==> src/design/scbs_pkg.sv <==
`timescale 1ns / 1ps
`default_nettype none

package scbs_pkg;

   localparam int MAX_ORDER = 1024;
   localparam logic [10:0] COUNT_CAP = 11'((MAX_ORDER < 2047) ? MAX_ORDER : 2047);

   localparam int CSR_INDEX_W = 3;
   localparam logic [CSR_INDEX_W-1:0] CSR_SHIFT        = 3'd0;
   localparam logic [CSR_INDEX_W-1:0] CSR_PIVOT_MIN    = 3'd1;
   localparam logic [CSR_INDEX_W-1:0] CSR_ZERO_SUBST   = 3'd2;
   localparam logic [CSR_INDEX_W-1:0] CSR_TARGET_COUNT = 3'd3;
   localparam logic [CSR_INDEX_W-1:0] CSR_BRACKET_LOW  = 3'd4;
   localparam logic [CSR_INDEX_W-1:0] CSR_BRACKET_MID  = 3'd5;
   localparam logic [CSR_INDEX_W-1:0] CSR_BRACKET_HIGH = 3'd6;

   localparam logic signed [31:0] Q_MAX = 32'sh7FFF_FFFF;
   localparam logic signed [31:0] Q_MIN = 32'sh8000_0000;

   // serial units run for one bit of the 32-bit word per cycle
   localparam int RUN_CYCLES = 32;

   typedef struct packed {
      logic signed [31:0] alpha_elem;
      logic [30:0]        beta_sq_elem;
      logic               last_elem;
   } scbs_req_type;

   typedef struct packed {
      logic signed [31:0] new_low;
      logic signed [31:0] new_high;
      logic signed [31:0] new_mid;
      logic [10:0]        eig_count;
   } scbs_rsp_type;

   typedef struct packed {
      logic start;
      logic step;
   } scbs_ctl_type;

endpackage

`default_nettype wire

==> src/design/scbs_serial_sub.sv <==
`timescale 1ns / 1ps
`default_nettype none

module scbs_serial_sub (
   input  logic                   clock,
   input  scbs_pkg::scbs_ctl_type ctl,
   input  logic signed [31:0]     minuend,
   input  logic signed [31:0]     subtrahend,
   output logic signed [32:0]     diff
);

   logic [31:0] a_ff, a_in;
   logic [31:0] s_ff, s_in;
   logic [31:0] r_ff, r_in;
   logic        a_sign_ff, a_sign_in;
   logic        s_sign_ff, s_sign_in;
   logic        carry_ff, carry_in;
   logic        a_bit, b_bit, sum_bit;

   always_comb begin
      a_bit     = a_ff[0];
      b_bit     = ~s_ff[0];
      sum_bit   = a_bit ^ b_bit ^ carry_ff;
      a_in      = a_ff;
      s_in      = s_ff;
      r_in      = r_ff;
      a_sign_in = a_sign_ff;
      s_sign_in = s_sign_ff;
      carry_in  = carry_ff;
      if (ctl.start) begin
         a_in      = minuend;
         s_in      = subtrahend;
         a_sign_in = minuend[31];
         s_sign_in = subtrahend[31];
         carry_in  = 1'b1;
      end else if (ctl.step) begin
         // LSB first: a + ~s + 1, result enters at the top
         a_in     = {1'b0, a_ff[31:1]};
         s_in     = {1'b0, s_ff[31:1]};
         r_in     = {sum_bit, r_ff[31:1]};
         carry_in = (a_bit & b_bit) | (a_bit & carry_ff) | (b_bit & carry_ff);
      end
   end

   always_ff @(posedge clock) begin
      a_ff      <= a_in;
      s_ff      <= s_in;
      r_ff      <= r_in;
      a_sign_ff <= a_sign_in;
      s_sign_ff <= s_sign_in;
      carry_ff  <= carry_in;
   end

   // sign-extended top bit from the final carry
   assign diff = {a_sign_ff ^ ~s_sign_ff ^ carry_ff, r_ff};

endmodule

`default_nettype wire

==> src/design/scbs_divider.sv <==
`timescale 1ns / 1ps
`default_nettype none

module scbs_divider (
   input  logic                   clock,
   input  scbs_pkg::scbs_ctl_type ctl,
   input  logic [30:0]            beta_sq,
   input  logic signed [31:0]     divisor,
   output logic signed [31:0]     quotient
);

   logic [31:0] den_ff, den_in;
   logic [31:0] rem_ff, rem_in;
   logic [30:0] num_ff, num_in;
   logic [30:0] quo_ff, quo_in;
   logic        neg_ff, neg_in;
   logic        zero_ff, zero_in;
   logic        nz_ff, nz_in;
   logic        ovf_ff, ovf_in;
   logic        first_ff, first_in;
   logic [32:0] rem2;
   logic [32:0] rem_diff;
   logic        q_bit;

   always_comb begin
      den_in   = den_ff;
      rem_in   = rem_ff;
      num_in   = num_ff;
      quo_in   = quo_ff;
      neg_in   = neg_ff;
      zero_in  = zero_ff;
      nz_in    = nz_ff;
      ovf_in   = ovf_ff;
      first_in = first_ff;
      rem2     = {rem_ff, num_ff[30]};
      rem_diff = rem2 - {1'b0, den_ff};
      q_bit    = (rem2 >= {1'b0, den_ff});
      if (ctl.start) begin
         den_in   = divisor[31] ? (~divisor + 32'd1) : divisor;
         neg_in   = divisor[31];
         zero_in  = (divisor == 32'sd0);
         nz_in    = (beta_sq != 31'd0);
         // numerator is beta_sq << 16: top 16 bits seed the remainder
         rem_in   = {16'd0, beta_sq[30:15]};
         num_in   = {beta_sq[14:0], 16'd0};
         ovf_in   = 1'b0;
         first_in = 1'b1;
      end else if (ctl.step) begin
         if (first_ff) begin
            // quotient reaches 2^31 exactly when the top part already covers the divisor
            ovf_in   = (rem_ff >= den_ff);
            first_in = 1'b0;
         end else begin
            rem_in = q_bit ? rem_diff[31:0] : rem2[31:0];
            num_in = {num_ff[29:0], 1'b0};
            quo_in = {quo_ff[29:0], q_bit};
         end
      end
   end

   always_ff @(posedge clock) begin
      den_ff   <= den_in;
      rem_ff   <= rem_in;
      num_ff   <= num_in;
      quo_ff   <= quo_in;
      neg_ff   <= neg_in;
      zero_ff  <= zero_in;
      nz_ff    <= nz_in;
      ovf_ff   <= ovf_in;
      first_ff <= first_in;
   end

   always_comb begin
      if (zero_ff) begin
         quotient = nz_ff ? scbs_pkg::Q_MAX : 32'sd0;
      end else if (ovf_ff) begin
         quotient = neg_ff ? scbs_pkg::Q_MIN : scbs_pkg::Q_MAX;
      end else if (neg_ff) begin
         quotient = -$signed({1'b0, quo_ff});
      end else begin
         quotient = $signed({1'b0, quo_ff});
      end
   end

endmodule

`default_nettype wire

==> src/design/sturm_count_bisection_step.sv <==
`timescale 1ns / 1ps
`default_nettype none

// channel  direction  handshake            payload
// req      in         req_valid/req_ready  scbs_req_type (alpha, beta_sq, last)
// rsp      out        rsp_valid/rsp_ready  scbs_rsp_type (low, high, mid, count)
// csr      in         csr_valid/csr_ready  csr_index, csr_data (always ready)
//
// Each element passes through the accept cycle, the run cycles in which the
// bit-serial subtractor and the radix-2 divider advance one bit, and the finish state.
// A synchronous reset clears the pivot, the count and the control and resets the CSRs, but not the result data.
// A last element waits in its finish cycle while the previous result is not taken;
// otherwise a pending result does not hold back the next element.

module sturm_count_bisection_step (
   input  logic                                  clock,
   input  logic                                  reset,
   input  logic                                  req_valid,
   output logic                                  req_ready,
   input  scbs_pkg::scbs_req_type                req_data,
   output logic                                  rsp_valid,
   input  logic                                  rsp_ready,
   output scbs_pkg::scbs_rsp_type                rsp_data,
   input  logic                                  csr_valid,
   output logic                                  csr_ready,
   input  logic [scbs_pkg::CSR_INDEX_W-1:0]      csr_index,
   input  logic [31:0]                           csr_data
);

   localparam int CNT_W = $clog2(scbs_pkg::RUN_CYCLES);
   localparam logic [CNT_W-1:0] CNT_LAST = CNT_W'(scbs_pkg::RUN_CYCLES - 1);

   localparam logic [1:0] ST_IDLE = 2'd0;
   localparam logic [1:0] ST_RUN  = 2'd1;
   localparam logic [1:0] ST_FIN  = 2'd2;

   logic [1:0]         state_ff, state_in;
   logic [CNT_W-1:0]   cnt_ff, cnt_in;
   logic               last_ff, last_in;

   logic signed [31:0] pivot_q_ff, pivot_q_in;
   logic [10:0]        neg_count_ff, neg_count_in;
   logic               expect_first_ff, expect_first_in;

   logic signed [31:0] shift_ff, shift_in;
   logic [30:0]        pivot_min_ff, pivot_min_in;
   logic signed [31:0] subst_ff, subst_in;
   logic [10:0]        target_ff, target_in;
   logic signed [31:0] blow_ff, blow_in;
   logic signed [31:0] bmid_ff, bmid_in;
   logic signed [31:0] bhigh_ff, bhigh_in;

   logic                   rsp_valid_ff, rsp_valid_in;
   scbs_pkg::scbs_rsp_type rsp_data_ff, rsp_data_in;

   scbs_pkg::scbs_ctl_type ctl;
   logic signed [32:0]     diff;
   logic signed [31:0]     quo;

   logic signed [31:0] first_sat, first_q;
   logic signed [33:0] later_sum;
   logic signed [31:0] later_sat, neg_pm, later_q;
   logic               later_low;
   logic signed [31:0] q_new;
   logic [10:0]        count_new;
   logic               fin_go;
   logic signed [31:0] lo, hi;
   logic [32:0]        mid_sum;

   scbs_serial_sub u_sub (
      .clock      (clock),
      .ctl        (ctl),
      .minuend    (req_data.alpha_elem),
      .subtrahend (shift_ff),
      .diff       (diff)
   );

   scbs_divider u_div (
      .clock    (clock),
      .ctl      (ctl),
      .beta_sq  (req_data.beta_sq_elem),
      .divisor  (pivot_q_ff),
      .quotient (quo)
   );

   assign req_ready = (state_ff == ST_IDLE);
   assign csr_ready = 1'b1;
   assign rsp_valid = rsp_valid_ff;
   assign rsp_data  = rsp_data_ff;

   always_comb begin
      ctl.start = (state_ff == ST_IDLE) && req_valid;
      ctl.step  = (state_ff == ST_RUN);
   end

   // pivot update
   always_comb begin
      if (diff[32] != diff[31]) begin
         first_sat = diff[32] ? scbs_pkg::Q_MIN : scbs_pkg::Q_MAX;
      end else begin
         first_sat = diff[31:0];
      end
      first_q = (diff == 33'sd0) ? subst_ff : first_sat;

      later_sum = {diff[32], diff} - {{2{quo[31]}}, quo};
      if ((later_sum[33] != later_sum[32]) || (later_sum[33] != later_sum[31])) begin
         later_sat = later_sum[33] ? scbs_pkg::Q_MIN : scbs_pkg::Q_MAX;
      end else begin
         later_sat = later_sum[31:0];
      end
      neg_pm    = -$signed({1'b0, pivot_min_ff});
      later_low = (later_sat <= $signed({1'b0, pivot_min_ff}));
      if (later_low && (later_sat > neg_pm)) begin
         later_q = neg_pm;
      end else begin
         later_q = later_sat;
      end

      if (expect_first_ff) begin
         q_new     = first_q;
         count_new = {10'd0, diff[32]};
      end else begin
         q_new     = later_q;
         count_new = neg_count_ff;
         if (later_low && (neg_count_ff < scbs_pkg::COUNT_CAP)) begin
            count_new = neg_count_ff + 11'd1;
         end
      end

      // bisection step
      if (count_new <= target_ff) begin
         lo = bmid_ff;
         hi = bhigh_ff;
      end else begin
         lo = blow_ff;
         hi = bmid_ff;
      end
      mid_sum = {lo[31], lo} + {hi[31], hi};
   end

   always_comb begin
      state_in        = state_ff;
      cnt_in          = cnt_ff;
      last_in         = last_ff;
      pivot_q_in      = pivot_q_ff;
      neg_count_in    = neg_count_ff;
      expect_first_in = expect_first_ff;
      rsp_valid_in    = rsp_valid_ff && !rsp_ready;
      rsp_data_in     = rsp_data_ff;
      fin_go          = !(last_ff && rsp_valid_ff && !rsp_ready);
      case (state_ff)
         ST_IDLE: begin
            if (req_valid) begin
               last_in  = req_data.last_elem;
               cnt_in   = '0;
               state_in = ST_RUN;
            end
         end
         ST_RUN: begin
            cnt_in = cnt_ff + CNT_W'(1);
            if (cnt_ff == CNT_LAST) begin
               state_in = ST_FIN;
            end
         end
         ST_FIN: begin
            if (fin_go) begin
               state_in = ST_IDLE;
               if (last_ff) begin
                  rsp_valid_in          = 1'b1;
                  rsp_data_in.new_low   = lo;
                  rsp_data_in.new_high  = hi;
                  rsp_data_in.new_mid   = mid_sum[32:1];
                  rsp_data_in.eig_count = count_new;
                  pivot_q_in            = 32'sd0;
                  neg_count_in          = 11'd0;
                  expect_first_in       = 1'b1;
               end else begin
                  pivot_q_in      = q_new;
                  neg_count_in    = count_new;
                  expect_first_in = 1'b0;
               end
            end
         end
         default: begin
            state_in = ST_IDLE;
         end
      endcase
   end

   always_comb begin
      shift_in     = shift_ff;
      pivot_min_in = pivot_min_ff;
      subst_in     = subst_ff;
      target_in    = target_ff;
      blow_in      = blow_ff;
      bmid_in      = bmid_ff;
      bhigh_in     = bhigh_ff;
      if (csr_valid) begin
         case (csr_index)
            scbs_pkg::CSR_SHIFT:        shift_in     = csr_data;
            scbs_pkg::CSR_PIVOT_MIN:    pivot_min_in = csr_data[30:0];
            scbs_pkg::CSR_ZERO_SUBST:   subst_in     = csr_data;
            scbs_pkg::CSR_TARGET_COUNT: target_in    = csr_data[10:0];
            scbs_pkg::CSR_BRACKET_LOW:  blow_in      = csr_data;
            scbs_pkg::CSR_BRACKET_MID:  bmid_in      = csr_data;
            scbs_pkg::CSR_BRACKET_HIGH: bhigh_in     = csr_data;
            default: begin
               // drop writes to unused indexes
               shift_in = shift_ff;
            end
         endcase
      end
   end

   always_ff @(posedge clock) begin
      if (reset) begin
         state_ff        <= ST_IDLE;
         cnt_ff          <= '0;
         pivot_q_ff      <= 32'sd0;
         neg_count_ff    <= 11'd0;
         expect_first_ff <= 1'b1;
         rsp_valid_ff    <= 1'b0;
         shift_ff        <= 32'sd0;
         pivot_min_ff    <= 31'd1;
         subst_ff        <= 32'sd0;
         target_ff       <= 11'd0;
         blow_ff         <= 32'sd0;
         bmid_ff         <= 32'sd0;
         bhigh_ff        <= 32'sd0;
      end else begin
         state_ff        <= state_in;
         cnt_ff          <= cnt_in;
         pivot_q_ff      <= pivot_q_in;
         neg_count_ff    <= neg_count_in;
         expect_first_ff <= expect_first_in;
         rsp_valid_ff    <= rsp_valid_in;
         shift_ff        <= shift_in;
         pivot_min_ff    <= pivot_min_in;
         subst_ff        <= subst_in;
         target_ff       <= target_in;
         blow_ff         <= blow_in;
         bmid_ff         <= bmid_in;
         bhigh_ff        <= bhigh_in;
      end
   end

   always_ff @(posedge clock) begin
      last_ff     <= last_in;
      rsp_data_ff <= rsp_data_in;
   end

endmodule

`default_nettype wire

==> config.mk <==
export PLATFORM = sky130hd
export DESIGN_NAME = sturm_count_bisection_step
export DESIGN_NICKNAME = d
export VERILOG_FILES = /design/src/design/scbs_pkg.sv /design/src/design/scbs_serial_sub.sv /design/src/design/scbs_divider.sv /design/src/design/sturm_count_bisection_step.sv
export SDC_FILE = /design/constraint.sdc
export NUM_CORES = 2
export LEC_CHECK = 0
export CORE_ASPECT_RATIO = 1.5
export CORE_UTILIZATION = 50
export CTS_BUF_LIST = sky130_fd_sc_hd__clkbuf_16
export CTS_CLUSTER_DIAMETER = 40
export DETAILED_ROUTE_END_ITERATION = 12
export DONT_BUFFER_PORTS = 1
export GPL_TIMING_DRIVEN = 1
export PLACE_DENSITY = 0.68
export SLEW_MARGIN = 20
export SYNTH_ARGS = -nofsm -noshare
export SYNTH_HDL_FRONTEND = slang
export SYNTH_HIERARCHICAL = 1
export SYNTH_SLANG_ARGS = --single-unit
==> constraint.sdc <==
create_clock -name clock -period 12.35 [get_ports clock]
set_input_delay 2.47 -clock clock [delete_from_list [all_inputs] [get_ports clock]]
set_output_delay 2.47 -clock clock [all_outputs]
set_load 0.05 [all_outputs]
* Yosys cells after proc, flatten, opt, wreduce, memory -nomap -nowiden
Index checks and enable logic that the tools add are counted.
Storage, ports and cells: register bits 576, input port bits 104, output and inout bits 110, logic and storage cells 152
Cells by class: add/subtract/negate cells 8, order comparisons 6, equality and inequality tests 16, mux-type cells 40, bitwise logic cells 15, reduce and logical (&&, ||, !) cells 32
Operators with widths (number):
- $mux W32 | 19
- $mux W31 | 5
- $neg A31 Y32 | 2
- $mux W16 | 3
- $sub A33 B32 Y34 | 1
- $add A32 B32 Y33 | 1
- $ge A33 B32 Y1 | 1
- $logic_not A33 Y1 | 1
- $mux W11 | 3
- $add A32 B1 Y32 const B | 1
- $ge A32 B32 Y1 | 1
- $gt A32 B32 Y1 | 1
- $le A32 B32 Y1 | 1
- $logic_not A32 Y1 | 1
- $not A32 Y32 | 1
- $sub A32 B32 Y32 | 1
- $reduce_bool A31 Y1 | 1
- $reduce_and A2 Y1 | 14
- $add A11 B1 Y11 const B | 1
- $le A11 B11 Y1 | 1
- $lt A11 B11 Y1 const B | 1
- $pmux W5 S2 | 1
- $eq A3 B3 Y1 const B | 3
- $reduce_and A3 Y1 | 3
- 23 further kinds | 49

* Logic depth before layout (Yosys ltp)
word-level depth 15, gate-level depth with buffers 66, mapped depth without buffers 64

* Modules after synthesis
Netlist, hierarchy kept.
By module, submodules not included:
- sturm_count_bisection_step | instances 1, cells each 2433, area each 20266.9 µm², seq. area each 8328.0 µm²
- scbs_divider | instances 1, cells each 862, area each 8281.7 µm², seq. area each 3273.1 µm²
- scbs_serial_sub | instances 1, cells each 181, area each 3887.5 µm², seq. area each 2962.8 µm²

* Worst setup path before layout
Ideal clock, no wire load.
path kind reg-to-reg, start register u_div.quo_ff[6], end register rsp_data_ff, in the netlist rsp_data[40] (data pin), setup time 258 ps, data arrival time 12243 ps, data required time 12092 ps, setup slack -150 ps, stages on the path, launching flop included 61, path buffers 3, clock period less this slack 12500 ps, path through edfxtp_1 -> or3_1 -> or4_4 -> or3b_4 -> or3_4 -> or3_1 -> a21o_1 -> a211o_1 -> nand2_1 -> inv_1 -> ha_1 -> a21o_1 -> a21o_1 -> a21oi_1 -> o21ai_0 -> a21oi_1 -> o21ai_1 -> a211o_1 -> (+25 left out) -> mux2i_1 -> nor2_1 -> buf_2 -> mux2_2 -> ha_1 -> nor2b_1 -> o21ai_0 -> a21boi_0 -> o21ai_0 -> a21boi_0 -> o21ai_0 -> a21oi_1 -> o31a_1 -> o21ai_0 -> o2111ai_1 -> a21o_1 -> a21oi_1 -> xnor2_1
On the way: cells in the longest elaborated chain, start to end 15, elaborated cells between the ends (all ways) 18, classes of those cells add/sub: 3; order compare: 2; eq/ne: 2; mux: 9; reduce/logical: 2
Ends and longest elaborated chain:
- from (decl) | line scbs_divider.sv:15 | logic [30:0] quo_ff, quo_in;
- from (signal assigned) | line scbs_divider.sv:65 | quo_ff <= quo_in;
- $neg A31 Y32 (*) | line scbs_divider.sv:79 | quotient = -$signed({1'b0, quo_ff});
- $mux W32 (*) | line scbs_divider.sv:78 | end else if (neg_ff) begin
- $mux W32 (*) | line scbs_divider.sv:76 | end else if (ovf_ff) begin
- $mux W32 (*) | line scbs_divider.sv:74 | if (zero_ff) begin
- named net quo[17] | line sturm_count_bisection_step.sv:58 | logic signed [31:0] quo;
- $sub A33 B32 Y34 (*) | line sturm_count_bisection_step.sv:105 | later_sum = {diff[32], diff} - {{2{quo[31]}}, quo};
- $ne A1 B1 Y1 | line sturm_count_bisection_step.sv:106 | if ((later_sum[33] != later_sum[32]) || (later_sum[33] != later_sum[31])) begin
- $logic_or A1 B1 Y1 | line sturm_count_bisection_step.sv:106
- (+3 left out)
- $mux W11 (*) | line sturm_count_bisection_step.sv:125 | if (later_low && (neg_count_ff < scbs_pkg::COUNT_CAP)) begin
- $mux W11 (*) | line sturm_count_bisection_step.sv:119 | if (expect_first_ff) begin
- named net count_new[9] | line sturm_count_bisection_step.sv:65 | logic [10:0] count_new;
- $le A11 B11 Y1 (*) | line sturm_count_bisection_step.sv:131 | if (count_new <= target_ff) begin
- $mux W32 (*) | line sturm_count_bisection_step.sv:131
- named net lo[2] | line sturm_count_bisection_step.sv:67 | logic signed [31:0] lo, hi;
- $add A32 B32 Y33 (*) | line sturm_count_bisection_step.sv:138 | mid_sum = {lo[31], lo} + {hi[31], hi};
- named net mid_sum[30] | line sturm_count_bisection_step.sv:68 | logic [32:0] mid_sum;
- to (signal assigned) | line sturm_count_bisection_step.sv:249 | rsp_data_ff <= rsp_data_in;
- to (decl) | line sturm_count_bisection_step.sv:54 | scbs_pkg::scbs_rsp_type rsp_data_ff, rsp_data_in;
The timed path passes the listed nets; every way through them passes the cells marked *. A chain may end at the register's enable or synchronous reset.

* Worst setup path after layout
start register u_div.quo_ff[5], end register rsp_data_ff, in the netlist rsp_data[35] (data pin)
On the way: cells in the longest elaborated chain, start to end 15, elaborated cells between the ends (all ways) 18, classes of those cells add/sub: 3; order compare: 2; eq/ne: 2; mux: 9; reduce/logical: 2
Ends and longest elaborated chain (line):
- $neg A31 Y32 (*) | scbs_divider.sv:79
- $mux W32 (*) | scbs_divider.sv:78
- $mux W32 (*) | scbs_divider.sv:76
- $mux W32 (*) | scbs_divider.sv:74
- named net quo[17] | sturm_count_bisection_step.sv:58
- $sub A33 B32 Y34 (*) | sturm_count_bisection_step.sv:105
- $ne A1 B1 Y1 | sturm_count_bisection_step.sv:106
- $logic_or A1 B1 Y1 | sturm_count_bisection_step.sv:106
- (+3 left out)
- $mux W11 (*) | sturm_count_bisection_step.sv:125
- $mux W11 (*) | sturm_count_bisection_step.sv:119
- named net count_new[3] | sturm_count_bisection_step.sv:65
- $le A11 B11 Y1 (*) | sturm_count_bisection_step.sv:131
- $mux W32 (*) | sturm_count_bisection_step.sv:131
- named net hi[5] | sturm_count_bisection_step.sv:67
- $add A32 B32 Y33 (*) | sturm_count_bisection_step.sv:138
- named net mid_sum[25] | sturm_count_bisection_step.sv:68
Marks and branches as above.

==> flow_metrics.env <==
export IMPL_outcome="completed"
export IMPL_gp_congestion=0.979
export IMPL_min_path_type="reg2reg"
export IMPL_seqCellArea_sq_um=14600
export IMPL_setup_viol=0
export IMPL_cts_sinks=576
export IMPL_yosysUniqueCellTypes=94
export IMPL_drc=0
export IMPL_cp_max_fo=9
export IMPL_period_needed_ns=12.35
export IMPL_final_common_cell="nand2_1"
export IMPL_drive_gt1_frac=0.198
export IMPL_clk_path_buf_depth=3
export IMPL_r2r_setup_slack_ns=0.004
export IMPL_cp_arrival_ns=12.74
export IMPL_critPathMaxStageDelay_ns=0.50
export IMPL_cp_end_kind="flip-flop"
export IMPL_synth_seq_area_share=0.449
export IMPL_avgViaCountPerCell=5.65
export IMPL_first_iter_violations=1573
export IMPL_syn_nets=3792
export IMPL_maxCapViolCount=0
export IMPL_multi_input_area_sq_um=17400
export IMPL_highest_layer="met4"
export IMPL_cpMostUsedCell="buf_4"
export IMPL_cts_root_buf="clkbuf_16"
export IMPL_dp_cells=4489
export IMPL_hold_slack_ns=0.448
export IMPL_static_leakage_power_nw=15.8
export IMPL_grt_usage=0.270
export IMPL_rsz0062_at_grt="yes"
export IMPL_critPathSlowestCell="or4_4"
export IMPL_critPathLaunchType="flip-flop"
export IMPL_ff2ff_path_depth=56
export IMPL_clk_pin_slew_ns=0.06
export IMPL_start_util=0.504
export IMPL_pre_cts_slack_ns=-0.394
export IMPL_dieArea_sq_um=65900
export IMPL_synthTopCellsByArea="edfxtp_1 (28%), dfxtp_1 (17%), ha_1 (8.0%)"
export IMPL_fmax_ghz=0.0810
export IMPL_n_fill_cell=5527
export IMPL_std_cell_rows=114
export IMPL_finalMaxSlewViolations=0
export IMPL_fin_nets=4048
export IMPL_wl_microns=91700
export IMPL_irDropWorstVdd_mv=0.128
export IMPL_worst_slack_ns=0.00435
export IMPL_layout_common_cells="nand2_1 (589), a21oi_1 (453), buf_4 (318), edfxtp_1 (303), dfxtp_1 (273)"
export IMPL_grt_max_degree=255
export IMPL_yosysWarnings=6
export IMPL_ys_flop_type="edfxtp_1"
export IMPL_synthCells=3476
export IMPL_cts_tree="yes"
export IMPL_grt_pass1_wl_microns=140000
export IMPL_wl_per_cell_microns=19.7
export IMPL_worst_r2r_endpoint="rsp_data[35]$_DFFE_PP_"
export IMPL_max_slew_margin=0.241
export IMPL_hold_end="blow_ff[15]$_SDFFE_PP0P_"
export IMPL_ys_seq_elements=576
export IMPL_pin_count=214
export IMPL_grt_pass1_vias=25810
export IMPL_htree_num_levels=3
export IMPL_holdPathStages=2
export IMPL_cts_buffers=73
export IMPL_die_x_microns=210
export IMPL_port_buffers=0
export IMPL_crit_required_ns=12.74
export IMPL_worstReg2RegStart="u_div/quo_ff[5]$_DFFE_PP_"
export IMPL_core_region_area_sq_um=64300
export IMPL_async_flop_share=0
export IMPL_wl_met3_microns=4550
export IMPL_dpl_hpwl_microns=65900
export IMPL_wl_met1_microns=35600
export IMPL_dr_wl_met2_microns=46400
export IMPL_fin_crit_sh=1.00
export IMPL_synth_edf_count=303
export IMPL_vias=26363
export IMPL_finalHoldViolations=0
export IMPL_synth_top_area_frac=0.281
export IMPL_holdCritStartpoint="blow_ff[15]$_SDFFE_PP0P_"
export IMPL_dieHeight_microns=314
export IMPL_antenna_found_initial=1
export IMPL_ant_nets=0
export IMPL_synth_top_area_cell="edfxtp_1"
export IMPL_clock_latency_ns=0.64
export IMPL_path_class="reg2reg"
export IMPL_skew_ns=0.0307
export IMPL_power_density_nw_per_um2=142
export IMPL_hold_buffers=0
export IMPL_stdcell_count=4663
export IMPL_grt_overflow=0
export IMPL_synth_area_sq_um=32400
export IMPL_syn_avg_cell_area_sq_um=9.33
export IMPL_area_growth_pct=19.4
export IMPL_drt_pass1_iterations=5
export IMPL_tightest_slew_ns=1.13
[state kept, by name, indices dropped and copies added (netlist names), 2 cells and up]
signal        flops
u_div/rem_ff     32
subst_ff         32
u_div/num_ff     15
u_div/den_ff     32
state_ff          2
blow_ff          32
shift_ff         32
rsp_data        107
u_sub/s_ff       32
pivot_q_ff       32
neg_count_ff     11
pivot_min_ff     31
bmid_ff          32
bhigh_ff         32
cnt_ff            5
target_ff        11
u_div/quo_ff     31
u_sub/r_ff       32
u_sub/a_ff       32
[area by class of cell]
class                      count  share of cell area
multi-input combinational   2583               0.448
sequential                   576               0.376
timing repair buffer         336              0.0683
clock buffer                  76              0.0491
tap                          870              0.0281
inverter                     162              0.0159
clock inverter                59              0.0141
antenna                        1           0.0000646
[critical path: cells and delay by family, from the launching register on]
family	cells	cell delay (ns)
AND/OR/NAND/NOR	18	4.24
AO/OA/AOI/OAI	19	3.92
buffers and inverters	10	1.38
adder cells (fa/ha/maj)	4	0.92
multiplexers	3	0.80
XOR/XNOR	2	0.44
flip-flops	1	0.37
[how the worst max path moves through the flow]
stage                     depth (start not counted)                      start  slack [ns]                      to
after floorplan                                  60  u_div/quo_ff[6]$_DFFE_PP_        0.06  rsp_data[40]$_DFFE_PP_
after global placement                           64  u_div/quo_ff[6]$_DFFE_PP_       -0.23  rsp_data[40]$_DFFE_PP_
after detailed placement                         63  u_div/quo_ff[6]$_DFFE_PP_       -0.39  rsp_data[40]$_DFFE_PP_
after CTS                                        61  u_div/quo_ff[6]$_DFFE_PP_        0.02  rsp_data[42]$_DFFE_PP_
after global routing                             61  u_div/quo_ff[5]$_DFFE_PP_       -0.38  rsp_data[38]$_DFFE_PP_
final                                            56  u_div/quo_ff[5]$_DFFE_PP_       0.004  rsp_data[35]$_DFFE_PP_
[cells by family (layout without fill, tap and decap cells)]
kind of cell    after synthesis  in the layout  synth area share
xor+xnor                    170            170            0.0463
mux                         151            151            0.0547
compound gates              942            942             0.176
simple gates               1107           1107             0.151
flops                       576            576             0.449
other cells                   1              2          0.000116
fa+ha+maj                   212            212            0.0827
buf+inv                     317            633            0.0402
[synthesized netlist by cell type (8+ instances only)]
library cell / count
o31ai_1: 25
nand4_1: 38
o211ai_1: 9
a211oi_1: 23
o21ai_1: 34
and2_1: 10
nor2b_1: 36
mux2i_1: 10
nand2b_1: 29
ha_1: 208
o21ai_0: 115
and3_1: 12
nor4_1: 24
or4_1: 10
buf_2: 14
mux2_4: 20
clkbuf_1: 122
xnor2_1: 126
a31oi_1: 18
mux2_2: 115
or2_2: 12
edfxtp_1: 303
a32oi_1: 10
a21oi_1: 473
a211o_1: 8
or3_1: 32
nor3_1: 38
nand2_1: 599
xor2_1: 43
nand3_1: 40
a22oi_1: 12
dfxtp_1: 273
o21bai_1: 16
o221ai_1: 13
o21a_1: 22
nor2_1: 202
inv_1: 156
a21o_1: 90
[routing by layer]
layer	global-route usage	vias to the layer above
li1	-	12957
met1	0.298	12582
met2	0.482	616
met3	0.0497	208
met4	0.161	0
met5	0	-
[per-stage QoR]
step / power (mW) / area (sq um) / util / TNS (ns)
floorplan: 2.87 / 32400 / - / 0
global placement: 3.22 / 35100 / 0.546 / -1.17
detailed placement: 3.23 / 35100 / 0.546 / -2.79
CTS: 5.40 / 37700 / 0.587 / 0
global route: 5.72 / 38700 / 0.602 / -3.48
finish: 5.49 / 38700 / 0.602 / 0
[what timing repair did]
action	in CTS	in global routing
resized for setup	26	147
cloned	0	1
setup buffers	7	33
pin swaps	17	101
endpoints found under the setup margin	19	23
[power by group]
group	total [mW]	leakage, nW	internal [mW]	switching [mW]
clock	2.14	1.24	1.25	0.888
combinational	1.22	9.42	0.556	0.660
sequential	2.14	5.13	2.10	0.0415
total	5.49	15.8	3.91	1.59
Power figures use the tool's default switching activity.
